[src/assert_macros.svh]
// assertion macros for the rtl files
`ifndef ASSERT_MACROS_SVH
`define ASSERT_MACROS_SVH

// same-cycle implication, checked on every rising clock edge outside reset
`define ASSERT_IMPL(label, ante, cons, msg) \
    label: assert property (@(posedge i_clk) disable iff (!i_rst_n) \
        (ante) |-> (cons)) else $error(msg);

// next-cycle implication, checked on every rising clock edge outside reset
`define ASSERT_NEXT(label, ante, cons, msg) \
    label: assert property (@(posedge i_clk) disable iff (!i_rst_n) \
        (ante) |=> (cons)) else $error(msg);

`endif

[src/rgb_led_pkg.sv]
// types, codes and color helpers for the rgb lamp controller
`timescale 1ns / 1ps

package rgb_led_pkg;

    localparam logic [7:0] FULL_LEVEL  = 8'd255;
    localparam logic [2:0] PHASE_COUNT = 3'd6;

    typedef enum logic [1:0] {
        ACT_TICK   = 2'd0,
        ACT_ON     = 2'd1,
        ACT_OFF    = 2'd2,
        ACT_TOGGLE = 2'd3
    } t_action;

    typedef enum logic [1:0] {
        SEL_RED   = 2'd0,
        SEL_GREEN = 2'd1,
        SEL_BLUE  = 2'd2,
        SEL_SPARE = 2'd3
    } t_sel;

    typedef struct packed {
        logic [7:0] red;
        logic [7:0] green;
        logic [7:0] blue;
    } t_rgb;

    typedef struct packed {
        logic [1:0] action;
        logic       color_button_level;
        logic       off_button_level;
        logic       rainbow_button_level;
    } t_in_beat;

    typedef struct packed {
        logic [7:0] red_level;
        logic [7:0] green_level;
        logic [7:0] blue_level;
        logic       rainbow_active;
        logic       lamp_off;
    } t_out_beat;

    localparam t_rgb RGB_BLACK = '{red: 8'd0, green: 8'd0, blue: 8'd0};
    localparam t_rgb RGB_RED   = '{red: FULL_LEVEL, green: 8'd0, blue: 8'd0};

    // fixed color for a selector code, spare code shows red
    function automatic t_rgb color_of(input t_sel sel);
        t_rgb c;
        c = RGB_RED;
        case (sel)
            SEL_GREEN: c = '{red: 8'd0, green: FULL_LEVEL, blue: 8'd0};
            SEL_BLUE:  c = '{red: 8'd0, green: 8'd0, blue: FULL_LEVEL};
            default:   c = RGB_RED;
        endcase
        return c;
    endfunction

    // next selector, wraps blue back to red, spare code steps to green
    function automatic t_sel next_sel(input t_sel sel);
        t_sel n;
        n = SEL_GREEN;
        case (sel)
            SEL_RED:   n = SEL_GREEN;
            SEL_GREEN: n = SEL_BLUE;
            SEL_BLUE:  n = SEL_RED;
            default:   n = SEL_GREEN;
        endcase
        return n;
    endfunction

    // color wheel point for a phase and step
    function automatic t_rgb sweep_point(input logic [2:0] phase, input logic [7:0] step);
        t_rgb c;
        c = RGB_RED;
        case (phase)
            3'd0:    c = '{red: FULL_LEVEL, green: step, blue: 8'd0};
            3'd1:    c = '{red: FULL_LEVEL - step, green: FULL_LEVEL, blue: 8'd0};
            3'd2:    c = '{red: 8'd0, green: FULL_LEVEL, blue: step};
            3'd3:    c = '{red: 8'd0, green: FULL_LEVEL - step, blue: FULL_LEVEL};
            3'd4:    c = '{red: step, green: 8'd0, blue: FULL_LEVEL};
            3'd5:    c = '{red: FULL_LEVEL, green: 8'd0, blue: FULL_LEVEL - step};
            default: c = RGB_RED;
        endcase
        return c;
    endfunction

endpackage

[src/rgb_led_button_mode_controller.sv]
// top level of the rgb lamp controller: buttons, remote power and color wheel
//
//  channel | direction | handshake                  | payload
//  in      | into      | i_in_valid / o_in_stall    | i_in_data  (t_in_beat)
//  out     | out of    | o_out_valid / i_out_stall  | o_out_data (t_out_beat)
//
// every in beat gives exactly one out beat, offered from the result register
// one beat per cycle unless out stalls: input register, lamp logic, result register
// the lamp state updates in the same cycle the result register loads
// reset (i_rst_n low, synchronous) gives red, no rainbow, buttons released
// a stalled out beat holds the pipe; in is stalled only while the input register is full
`timescale 1ns / 1ps

`include "assert_macros.svh"

module rgb_led_button_mode_controller (
    input  logic                   i_clk,
    input  logic                   i_rst_n,
    input  logic                   i_in_valid,
    output logic                   o_in_stall,
    input  rgb_led_pkg::t_in_beat  i_in_data,
    output logic                   o_out_valid,
    input  logic                   i_out_stall,
    output rgb_led_pkg::t_out_beat o_out_data
);
    import rgb_led_pkg::*;

    // pipe registers
    logic      r_in_valid;
    t_in_beat  r_in;
    logic      r_out_valid;
    t_out_beat r_out;

    // lamp state
    t_rgb       r_shown,   n_shown;
    t_sel       r_sel,     n_sel;
    logic       r_off,     n_off;
    logic       r_rainbow, n_rainbow;
    logic [2:0] r_last,    n_last;
    logic [2:0] r_phase,   n_phase;
    logic [7:0] r_step,    n_step;

    logic       advance;
    logic       in_take;
    logic [2:0] levels;
    logic [2:0] falling;
    logic [7:0] step_inc;

    // result register moves when a beat waits and the result register is empty or being drained
    assign advance  = r_in_valid && (!r_out_valid || !i_out_stall);
    assign in_take  = i_in_valid && !o_in_stall;
    assign o_in_stall = r_in_valid && !advance;

    // pin levels, color in bit 0, off in bit 1, rainbow in bit 2
    assign levels   = {r_in.rainbow_button_level, r_in.off_button_level,
                       r_in.color_button_level};
    assign falling  = r_last & ~levels;
    assign step_inc = r_step + 8'd1;

    always_comb begin
        n_shown   = r_shown;
        n_sel     = r_sel;
        n_off     = r_off;
        n_rainbow = r_rainbow;
        n_last    = r_last;
        n_phase   = r_phase;
        n_step    = r_step;

        case (t_action'(r_in.action))
            ACT_TICK: begin
                // color button: step selector, leave rainbow and off
                if (falling[0]) begin
                    n_sel     = next_sel(r_sel);
                    n_rainbow = 1'b0;
                    n_off     = 1'b0;
                    n_shown   = color_of(next_sel(r_sel));
                end
                // off button: toggle dark against selected color
                if (falling[1]) begin
                    n_rainbow = 1'b0;
                    n_off     = !n_off;
                    n_shown   = n_off ? RGB_BLACK : color_of(n_sel);
                end
                // rainbow button: toggle sweep
                if (falling[2]) begin
                    n_rainbow = !n_rainbow;
                    if (!n_rainbow) begin
                        n_shown = color_of(n_sel);
                    end
                end
                n_last = levels;

                // sweep restarts on a fresh start or an out-of-range phase, else steps once per tick
                if (n_rainbow) begin
                    if (!r_rainbow) begin
                        n_phase = 3'd0;
                        n_step  = 8'd0;
                    end else if (r_phase >= PHASE_COUNT) begin
                        n_phase = 3'd0;
                        n_step  = 8'd0;
                    end else if (step_inc == FULL_LEVEL) begin
                        n_step  = 8'd0;
                        n_phase = (r_phase == PHASE_COUNT - 3'd1) ? 3'd0 : r_phase + 3'd1;
                    end else begin
                        n_step  = step_inc;
                    end
                    n_shown = sweep_point(n_phase, n_step);
                end
            end
            ACT_ON: begin
                if (!r_rainbow) begin
                    n_shown = color_of(r_sel);
                end
            end
            ACT_OFF: begin
                if (!r_rainbow) begin
                    n_shown = RGB_BLACK;
                end
            end
            default: begin
                // remote toggle acts like the off button, but only while no sweep runs
                if (!r_rainbow) begin
                    n_off   = !r_off;
                    n_shown = r_off ? color_of(r_sel) : RGB_BLACK;
                end
            end
        endcase
    end

    // input register
    always_ff @(posedge i_clk) begin
        if (!i_rst_n) begin
            r_in_valid <= 1'b0;
        end else if (in_take) begin
            r_in_valid <= 1'b1;
        end else if (advance) begin
            r_in_valid <= 1'b0;
        end
        if (in_take) begin
            r_in <= i_in_data;
        end
    end

    // lamp state and result register
    always_ff @(posedge i_clk) begin
        if (!i_rst_n) begin
            r_out_valid <= 1'b0;
            r_shown     <= RGB_RED;
            r_sel       <= SEL_RED;
            r_off       <= 1'b0;
            r_rainbow   <= 1'b0;
            r_last      <= 3'b111;
            r_phase     <= 3'd0;
            r_step      <= 8'd0;
        end else begin
            if (advance) begin
                r_out_valid <= 1'b1;
                r_shown     <= n_shown;
                r_sel       <= n_sel;
                r_off       <= n_off;
                r_rainbow   <= n_rainbow;
                r_last      <= n_last;
                r_phase     <= n_phase;
                r_step      <= n_step;
            end else if (!i_out_stall) begin
                r_out_valid <= 1'b0;
            end
        end
        if (advance) begin
            r_out <= '{red_level: n_shown.red, green_level: n_shown.green,
                       blue_level: n_shown.blue, rainbow_active: n_rainbow,
                       lamp_off: n_off};
        end
    end

    assign o_out_valid = r_out_valid;
    assign o_out_data  = r_out;

    // checks on the lamp logic
    `ASSERT_IMPL(a_sel_used, 1'b1, r_sel != SEL_SPARE, "selector reached spare code")
    `ASSERT_IMPL(a_phase_range, 1'b1, r_phase < PHASE_COUNT, "sweep phase out of range")
    `ASSERT_IMPL(a_step_range, 1'b1, r_step != FULL_LEVEL, "sweep step reached full level")
    `ASSERT_IMPL(a_sweep_has_full, o_out_valid && o_out_data.rainbow_active,
        o_out_data.red_level == FULL_LEVEL || o_out_data.green_level == FULL_LEVEL ||
        o_out_data.blue_level == FULL_LEVEL, "sweep point lacks a full channel")
    `ASSERT_NEXT(a_no_lost_beat, r_in_valid && r_out_valid && i_out_stall,
        r_in_valid, "held input beat dropped under stall")

endmodule

[config.mk]
export PLATFORM = sky130hd
export DESIGN_NAME = rgb_led_button_mode_controller
export DESIGN_NICKNAME = d
export VERILOG_FILES = /design/src/rgb_led_pkg.sv /design/src/rgb_led_button_mode_controller.sv
export VERILOG_INCLUDE_DIRS = /design/src /design/src/src
export SDC_FILE = /design/constraint.sdc
export NUM_CORES = 1
export LEC_CHECK = 0
export BUFFER_PORTS_ARGS = -buffer_cell sky130_fd_sc_hd__buf_4
export CORE_ASPECT_RATIO = 0.75
export CORE_UTILIZATION = 36
export CTS_BUF_LIST = sky130_fd_sc_hd__clkbuf_16
export DETAILED_ROUTE_END_ITERATION = 8
export PLACE_DENSITY = 0.54
export SLEW_MARGIN = 20
export SYNTH_ARGS = -nofsm -noshare
export SYNTH_HDL_FRONTEND = slang
export SYNTH_SLANG_ARGS = --single-unit
[constraint.sdc]
create_clock -name i_clk -period 3.9 [get_ports i_clk]
set_clock_uncertainty 0.2 [all_clocks]
set_input_delay 0.195 -clock i_clk [delete_from_list [all_inputs] [get_ports i_clk]]
set_output_delay 0.195 -clock i_clk [all_outputs]
set_load 0.05 [all_outputs]
==> results of run 1 <==
-- layout by cell type (no fill, tap or decap), drive strengths merged, types with 17 or more instances in the layout --
master and instances:
edfxtp 31, buf 54, nand3 24, inv 17, a211oi 23, nor2 41
nand2 80, a21oi 57, o21ai 76, dfxtp 44
-- what timing repair did --
action                    CTS  global route
hold endpoints to repair    7             0
hold buffers                7             0
setup buffers               0             0
-- stage by stage --
step	setup WS (ps)	utilization, %	std cells	cell area (um^2)
2_1_floorplan	603	-	631	4990
3_3_place_gp	455	41.0	813	5430
3_5_place_dp	331	41.0	813	5430
4_1_cts	339	43.8	836	5800
5_1_grt	110	43.8	836	5800
6_report	283	43.8	836	5800
-- worst max-delay path: stages, from the launching register on --
cell     delay (ps)
dfxtp_1         460
ha_1            320
nand3_2         190
xor2_2          300
a211o_1         430
nor2_1           70
or4_1           810
o211a_1         360
or2_1           230
-- routing by layer --
| metal | global-route usage, % | vias up |
|---|---|---|
| met5 | 0 | - |
| met1 | 31.2 | 2341 |
| met4 | 5.65 | 0 |
| met3 | 4.83 | 20 |
| li1 | - | 2380 |
| met2 | 31.4 | 206 |
-- how the worst max path moves through the flow --
stage	start	to	slack (ps)	depth (start not counted)
3_5_place_dp	r_step[1]	o_out_data[8]	330	8
6_report	r_step[1]	o_out_data[8]	280	8
5_1_grt	r_step[0]	o_out_data[8]	110	8
2_1_floorplan	levels[0]	o_out_data[16]	600	15
4_1_cts	r_step[1]	o_out_data[7]	340	8
3_3_place_gp	r_step[0]	o_out_data[8]	460	8
-- report_power, final --
part | internal [mW] | leakage [nW] | total, mW | switching [mW]
logic | 0.113 | 1.39 | 0.346 | 0.233
registers | 0.859 | 0.657 | 0.884 | 0.0254
clock network | 0.493 | 0.143 | 0.841 | 0.348
total | 1.47 | 2.19 | 2.07 | 0.606
-- state kept, by name, summed over array words and instances, names as in the netlist --
register     count
r_last           3
r_in_valid       1
r_sel            2
o_out_valid      1
r_off            1
r_rainbow        1
o_out_data      26
levels           3
r_shown         24
r_phase          3
r_in             2
r_step           8
-- cells by family (layout without fill, tap and decap cells) --
kind of cell             Yosys count  after routing  synth area share (%)
multiplexers                       6              6                  1.20
AND/OR/NAND/NOR                  225            225                  21.8
AO/OA/AOI/OAI                    242            242                  30.8
XOR/XNOR                          12             12                  2.25
adder cells (fa/ha/maj)           11             11                  2.76
buffers and inverters             60             94                  4.88
flip-flops                        75             75                  36.3
-- layout make-up --
type | instances | area (um^2)
multi-input combinational | 496 | 2940
inverter | 17 | 63.8
tap | 171 | 214
clock inverter | 7 | 68.8
fill | 1331 | 7440
clock buffer | 9 | 225
sequential | 75 | 1810
timing repair buffer | 61 | 475
==> summary.txt, run 1 <==
Run status
  • Outcome: finished clean

Placement
  • PortBufs: 36
  • Gpl congestion: approximately 0.93
  • HPWL Detailed: 10700 um

Synth
  • Most frequent cells after synthesis: nand2_1 (80), o21ai_0 (67), a21oi_1 (57), dfxtp_1 (44), nor2_1 (40)
  • Mapped Area: ~0.005 mm^2
  • Most numerous cell in the Yosys netlist: nand2_1
  • Synthesis Warnings: 0
  • Synth Instances: 631
  • Syn nets: roughly 650
  • Mean area per synthesized cell: just under 8 um^2
  • Synth Flop Type: dfxtp_1
  • Most area-hungry cell type in the Yosys netlist: edfxtp_1
  • Seq/Total Area, Yosys: around 36%
  • Synth async-reset ratio: 0%
  • Post-synth EDFFs: 31
  • Yosys top cell area share: between 10% and 20%
  • Seq cells post-synth: 75
  • Synth unique cells: between 60 and 70
  • Synth area leaders: edfxtp_1 (19%), dfxtp_1 (18%), o21ai_0 (6.7%)

STA
  • Final setup viols: 0
  • Setup_tns: 0 ps
  • Rel. slew slack: approximately half
  • Hold Fails Final Rpt: 0
  • Post-layout minimum cycle time: ~3600 ps
  • Final hold slack: about 73 ps
  • Actual slew at the worst max-slew pin: between 700 and 800 ps
  • Share of the cycle needed by the critical path after routing: between 90% and 100%
  • Fmax: 276 MHz
  • Max Slew Vio Count: 0
  • RSZ-0062 raised after global routing: false

Clock network
  • Worst-path clk slew: around 60 ps
  • Num Clock Sinks: 75
  • Clock buffer count from CTS: 9
  • Clk buf depth: 2
  • H-tree Lvls: 3
  • CTS tree: yes
  • Root Driver: clkbuf_16
  • Worst skew pair latency: about 340 ps
  • CTS resizes: 0

GRT
  • First-pass GRT wire length: 24500 um
  • Grt total ovfl: 0
  • Antenna violations before repair: 0
  • Vias in the first global route: approximately 4500
  • GRT Total Usage: a little over a fifth
  • Pin count of the biggest net entering global routing: 43

Floorplanning
  • Rows: 36
  • Num ports: 37
  • Die Wd: around 140 um
  • Die area: around 0.014 mm^2
  • Core area: between 0.01 and 0.015 mm^2
  • Initial core utilization: between 30% and 40%
  • Die Ht: 104 um

Layout
  • Share of cells above drive strength 1: a little under an eighth
  • Net count, final: 680
  • Area delta synth->final: 16.1%
  • N_diodes: 0

Worst setup path
  • Path depth of the worst reg2reg path: 8
  • Crit. End Element: flip-flop
  • Reg2Reg Capture Point: o_out_data[8]
  • Worst reg-to-reg setup slack: around 280 ps
  • Critical R2R Launch: r_step[1]
  • Arr. time, crit path: between 3000 and 4000 ps
  • Crit-path max FO: 14
  • Startpoint types: flip-flop
  • Data required, critical path: between 3000 and 4000 ps
  • Critical path type: flip-flop to flip-flop

Route
  • Via count: a little under 5000
  • Routed wire length: around 15000 um
  • Wire per inst: 18.5 um
  • ANT nets after route: 0
  • Post-route DRC: 0
  • Met2 wire len: roughly 6700 um
  • Top Layer Used: met4
  • Drt initial violations: 451
  • First-pass iteration count of the detailed router: 5
  • DR WL met3: roughly 1100 um
  • Met1 wire length: 7460 um
  • Drt via density: approximately 5.9

Hold path
  • Hold path startpoint: i_rst_n
  • Hold Path Sink: r_shown[19]
  • Hold path depth: 2
  • Hold crit path type: input pin to flip-flop

Run
  • Max_cap viols: 0

Power
  • P_leak: between 2 and 2.5 nW
  • Power per cell area: 357 mW/mm^2
  • Final Total Pwr: a little over 2 mW
  • VDD IR max: approximately 0.21 mV
(Power assumes the default switching activity.)
==> run 2: changes to the inputs <==
--- a/config.mk
+++ b/config.mk
@@ -11,7 +11,7 @@
 export CORE_UTILIZATION = 36
 export CTS_BUF_LIST = sky130_fd_sc_hd__clkbuf_16
 export DETAILED_ROUTE_END_ITERATION = 8
-export PLACE_DENSITY = 0.54
+export PLACE_DENSITY = 0.64
 export SLEW_MARGIN = 20
 export SYNTH_ARGS = -nofsm -noshare
 export SYNTH_HDL_FRONTEND = slang
==> summary.txt, run 2 (same netlist as run 1, synthesis figures left out) <==
Run status
  • Outcome: finished clean

Route
  • ANT nets after route: 0
  • Drt via density: ~6.0
  • Drt initial violations: 545
  • Routed wire length: 14600 um
  • Post-route DRC: 0
  • Wire per inst: 17.5 um
  • Via count: 4996
  • First-pass iteration count of the detailed router: 5

GRT
  • Grt met1 use: 29.9%
  • Antenna violations before repair: 0
  • First-pass GRT wire length: 24200 um
  • Met2 Use GR: between 30% and 40%
  • GRT Total Usage: approximately a fifth
  • Grt total ovfl: 0
  • Vias in the first global route: between 4000 and 5000
  • GRT met3 Usage: roughly 4.7%
  • Pin count of the biggest net entering global routing: 47
  • Busiest grt layer: met2

Layout
  • Finished Cell Area: between 0.005 and 0.006 mm^2
  • Highest-count cells in the layout ignoring fill and taps: nand2_1 (80), o21ai_0 (67), a21oi_1 (57)
  • FF+latch area: 0.00181 mm^2
  • N_diodes: 0
  • Share of cells above drive strength 1: roughly 11%
  • FILL cells: ~1300
  • Net count, final: 678
  • Largest register FFs: 26
  • Multi-input logic area: approximately 0.003 mm^2
  • Area delta synth->final: 15.6%
  • Most common cell after layout, fill and taps aside: nand2_1

STA
  • Hold Fails Final Rpt: 0
  • Setup_tns: 0 ps
  • Share of the cycle needed by the critical path after routing: between 90% and 100%
  • Post-layout minimum cycle time: 3640 ps
  • Fmax: between 200 and 300 MHz
  • RSZ-0062 raised after global routing: false
  • Final setup viols: 0
  • Actual slew at the worst max-slew pin: 764 ps
  • Max Slew Vio Count: 0
  • Rel. slew slack: around half

Clock network
  • Worst skew pair latency: about 340 ps
  • CTS tree: yes
  • CTS resizes: 0
  • Clk buf depth: 2
  • Root Driver: clkbuf_16
  • H-tree Lvls: 3
  • Worst-path clk slew: 60 ps
  • Clock buffer count from CTS: 9
  • Num Clock Sinks: between 70 and 80

Worst setup path
  • Critical path type: flip-flop to flip-flop
  • Crit-path max FO: 14
  • Startpoint types: flip-flop
  • Crit-path leading delay family: simple AND/OR/NAND/NOR gates
  • CP max-delay cell: or4_1
  • Crit. End Element: flip-flop
  • CP bufs+invs: 0
  • Largest stage delay on the critical path: ~780 ps
  • Arr. time, crit path: ~3500 ps
  • Data required, critical path: approximately 3800 ps
  • Crit path cell chain: ha_1 -> nand3_2 -> xor2_2 -> a211o_1 -> nor2_1 -> or4_1 -> o211a_1 -> or2_1

Floorplanning
  • Die Wd: about 140 um
  • Die area: roughly 0.014 mm^2
  • Num ports: 37
  • Core area: 0.0132 mm^2
  • Die Ht: approximately 100 um
  • Rows: 36
  • Initial core utilization: 37.7%

Power
  • Power per cell area: around 350 mW/mm^2
  • VDD IR max: slightly above 0.2 mV
  • P_leak: around 2.2 nW

Run
  • Max_cap viols: 0

Placement
  • HPWL Detailed: between 10000 and 15000 um
  • Dpl cell area: about 0.0054 mm^2
  • Gpl congestion: between 0.9 and 1
  • PortBufs: 36

Hold path
  • Hold crit path type: input pin to flip-flop
## run 2: cell count changes in the layout (fill, tap and decap cells not counted)
cell	change
buf_4	-2
clkinv_1	+2
clkinv_2	-2
clkinv_4	-2
clkinvlp_4	+1
inv_1	+1
## run 2: power by group
| group | internal, mW | total [mW] | switching (mW) |
|---|---|---|---|
| sequential | 0.859 | 0.885 | 0.0253 |
| combinational | 0.112 | 0.341 | 0.229 |
| clock | 0.486 | 0.817 | 0.331 |
| total | 1.46 | 2.04 | 0.586 |
## run 2: stage by stage
stage          std cells  hold WS, ps  power (mW)  utilization, %  worst slack (ps)
3_5_place_dp         811          174        1.23            40.9               339
6_report             834         54.2        2.04            43.6               265
3_3_place_gp         811          174        1.22            40.9               482
5_1_grt              834         87.9        2.14            43.6              65.3
4_1_cts              834         61.4        2.05            43.6               321
2_1_floorplan        631         93.9        1.14               -               603
## run 2: repair_timing
action / in CTS / in global routing
endpoints found under the hold margin: 7 / 0
setup buffers: 0 / 0
hold buffers: 7 / 0
## run 2: worst reg2reg max path, delay by kind of cell, from the launching register on
family	cells	cell delay [ps]
AND/OR/NAND/NOR	4	1280
AO/OA/AOI/OAI	2	760
adder cells (fa/ha/maj)	1	350
flip-flops	1	490
XOR/XNOR	1	310
## run 2: area by class of cell
class                   count  share of cell area (%)
multi-input cells         496                    50.9
flip-flops and latches     75                    31.4
repair buffers             59                    7.97
clock buffers               9                    3.90
well taps                 171                    3.71
inverters                  17                    1.11
clock inverters             7                    1.04
## run 2: worst paths after layout
check	end	cells past startpoint	startpoint	slack (ps)
worst max register to register	o_out_data[7]	8	r_step[1]	260
worst min register to register	r_last[2]	2	r_last[2]	260
worst max-delay path	o_out_data[7]	8	r_step[1]	260
worst min-delay path	r_shown[21]	2	i_rst_n	50
## run 2: per-layer routing
layer,wire [um],vias to the layer above
li1,-,2381
met1,7010,2367
met2,6330,217
met3,1000,31
met4,237,0
met5,0,-
==> run 3: changes to the inputs <==
--- a/config.mk
+++ b/config.mk
@@ -8,10 +8,10 @@
 export LEC_CHECK = 0
 export BUFFER_PORTS_ARGS = -buffer_cell sky130_fd_sc_hd__buf_4
 export CORE_ASPECT_RATIO = 0.75
-export CORE_UTILIZATION = 36
+export CORE_UTILIZATION = 40
 export CTS_BUF_LIST = sky130_fd_sc_hd__clkbuf_16
 export DETAILED_ROUTE_END_ITERATION = 8
-export PLACE_DENSITY = 0.64
+export PLACE_DENSITY = 0.69
 export SLEW_MARGIN = 20
 export SYNTH_ARGS = -nofsm -noshare
 export SYNTH_HDL_FRONTEND = slang
==> summary.txt, run 3 (same netlist as run 1, synthesis figures left out) <==
Clock network
  • H-tree Lvls: 3
  • Worst skew pair latency: roughly 350 ps
  • Clk buf depth: 2
  • Num Clock Sinks: 75
  • CTS tree: yes
  • CTS resizes: 0
  • Clock buffer count from CTS: 9
  • Root Driver: clkbuf_16
  • Worst-path clk slew: 60 ps

Worst setup path
  • Startpoint types: flip-flop
  • Path depth of the worst reg2reg path: 8
  • Critical R2R Launch: r_step[0]
  • CP startpoint: r_step[0]
  • Reg2Reg Capture Point: o_out_data[7]
  • Crit-path max FO: 14
  • Arr. time, crit path: around 3500 ps
  • Crit. End Element: flip-flop
  • Data required, critical path: approximately 3800 ps
  • Worst reg-to-reg setup slack: about 300 ps
  • Crit path to: o_out_data[7]
  • Critical path type: flip-flop to flip-flop

Layout
  • Finished Cell Area: roughly 0.0058 mm^2
  • N_diodes: 0
  • Non-Filler Instances: between 800 and 900
  • Highest-count cells in the layout ignoring fill and taps: nand2_1 (80), o21ai_0 (67), a21oi_1 (57)
  • Net count, final: 680
  • Share of cells above drive strength 1: 11.6%
  • Most common cell after layout, fill and taps aside: nand2_1
  • Area delta synth->final: 16.2%
  • Largest register FFs: 26
  • Final Util: around half

Route
  • ANT nets after route: 0
  • Post-route DRC: 0
  • Wire per inst: 17.8 um
  • Routed wire length: 14700 um
  • Via count: between 5000 and 6000
  • Drt via density: between 6 and 7
  • First-pass iteration count of the detailed router: 8
  • Drt initial violations: 628

GRT
  • First-pass GRT wire length: 23800 um
  • Grt total ovfl: 0
  • Antenna violations before repair: 1
  • Pin count of the biggest net entering global routing: 47
  • Vias in the first global route: 4563
  • GRT Total Usage: between 20% and 30%

Power
  • Clk network pwr share: a little over two fifths
  • Sw Share: 27.9%
  • P_leak: 2.21 nW
  • Seq pwr share: 41.8%
  • Logic pwr share: around 16%
  • VDD IR max: between 0.15 and 0.2 mV
  • Sw Pwr: roughly 590 uW
  • Power per cell area: between 300 and 400 mW/mm^2
  • P_int: between 1.5 and 2 mW

STA
  • Setup_tns: 0 ps
  • Fmax: 277 MHz
  • Max Slew Vio Count: 0
  • Final setup viols: 0
  • Rel. slew slack: between 40% and 50%
  • Actual slew at the worst max-slew pin: slightly above 800 ps
  • RSZ-0062 raised after global routing: false
  • Share of the cycle needed by the critical path after routing: between 90 and 100%
  • Hold Fails Final Rpt: 0
  • Post-layout minimum cycle time: about 3600 ps

Floorplanning
  • Die area: about 0.013 mm^2
  • Num ports: 37
  • Initial core utilization: 42.1%
  • Die Ht: 98.8 um
  • Rows: 34
  • Core area: about 0.012 mm^2
  • Die Wd: approximately 130 um

Run status
  • Outcome: finished clean

Run
  • Max_cap viols: 0

Hold path
  • Hold crit path type: input pin to flip-flop

Placement
  • Gpl congestion: approximately 0.9
  • Dpl cell area: roughly 0.0054 mm^2
  • Placed cell count: between 800 and 900
  • PortBufs: 36
  • HPWL Detailed: between 10000 and 15000 um
run 3: changes by cell type in the layout (fill, tap and decap cells not counted), sizes merged:
cell,delta
inv,+1
clkinvlp,-2
bufinv,+1
buf,+2
run 3: metrics by stage:
step / worst slack, ps / total power, mW / hold WS, ps
2_1_floorplan: 603 / 1.14 / 93.9
3_3_place_gp: 470 / 1.22 / 176
3_5_place_dp: 333 / 1.23 / 175
4_1_cts: 313 / 2.13 / 53.5
5_1_grt: 120 / 2.20 / 67.8
6_report: 296 / 2.12 / 54.4
run 3: worst min path at each step:
stage	startpoint	endpoint	slack, ps	cells past startpoint
floorplan	i_in_data[2]	levels[0]	90	0
global placement	i_in_data[1]	levels[1]	180	1
detailed placement	i_in_data[0]	levels[2]	170	1
CTS	i_rst_n	r_shown[18]	50	2
global route	i_rst_n	r_shown[17]	70	2
finish	i_rst_n	r_shown[20]	50	2
run 3: cell type report:
class	instances	area (um^2)
clock buffers	9	225
clock inverters	7	86.3
fillers	1114	6060
inverters	17	63.8
multi-input cells	496	2940
flip-flops and latches	75	1810
well taps	162	203
repair buffers	61	475
run 3: power by group through the flow:
stage / Combinational, mW / Sequential, mW / Clock [mW]
after floorplan: 0.189 / 0.948 / 0
after global placement: 0.324 / 0.899 / 0
after detailed placement: 0.333 / 0.901 / 0
after CTS: 0.340 / 0.884 / 0.901
after global routing: 0.377 / 0.889 / 0.932
final: 0.345 / 0.885 / 0.888
run 3: critical path, cell delays in order (launching register included):
cell,delay (ps)
dfxtp_1,470
ha_1,320
nand3_2,180
xor2_2,310
a211o_1,430
nor2_1,70
or4_1,780
o211a_1,350
or2_1,230
run 3: per-layer routing:
layer  vias up  GRT usage (%)  share of wire, %
li1       2391              -                 -
met1      2412           34.2                47
met2       236           34.4                43
met3        26           6.24               8.0
met4         0           7.43               1.5
met5         -              0                 0
run 3: timing repair:
action | 4_1_cts | 5_1_grt
buffers inserted | 0 | 0
hold buffers | 7 | 0
endpoints found under the hold margin | 7 | 0
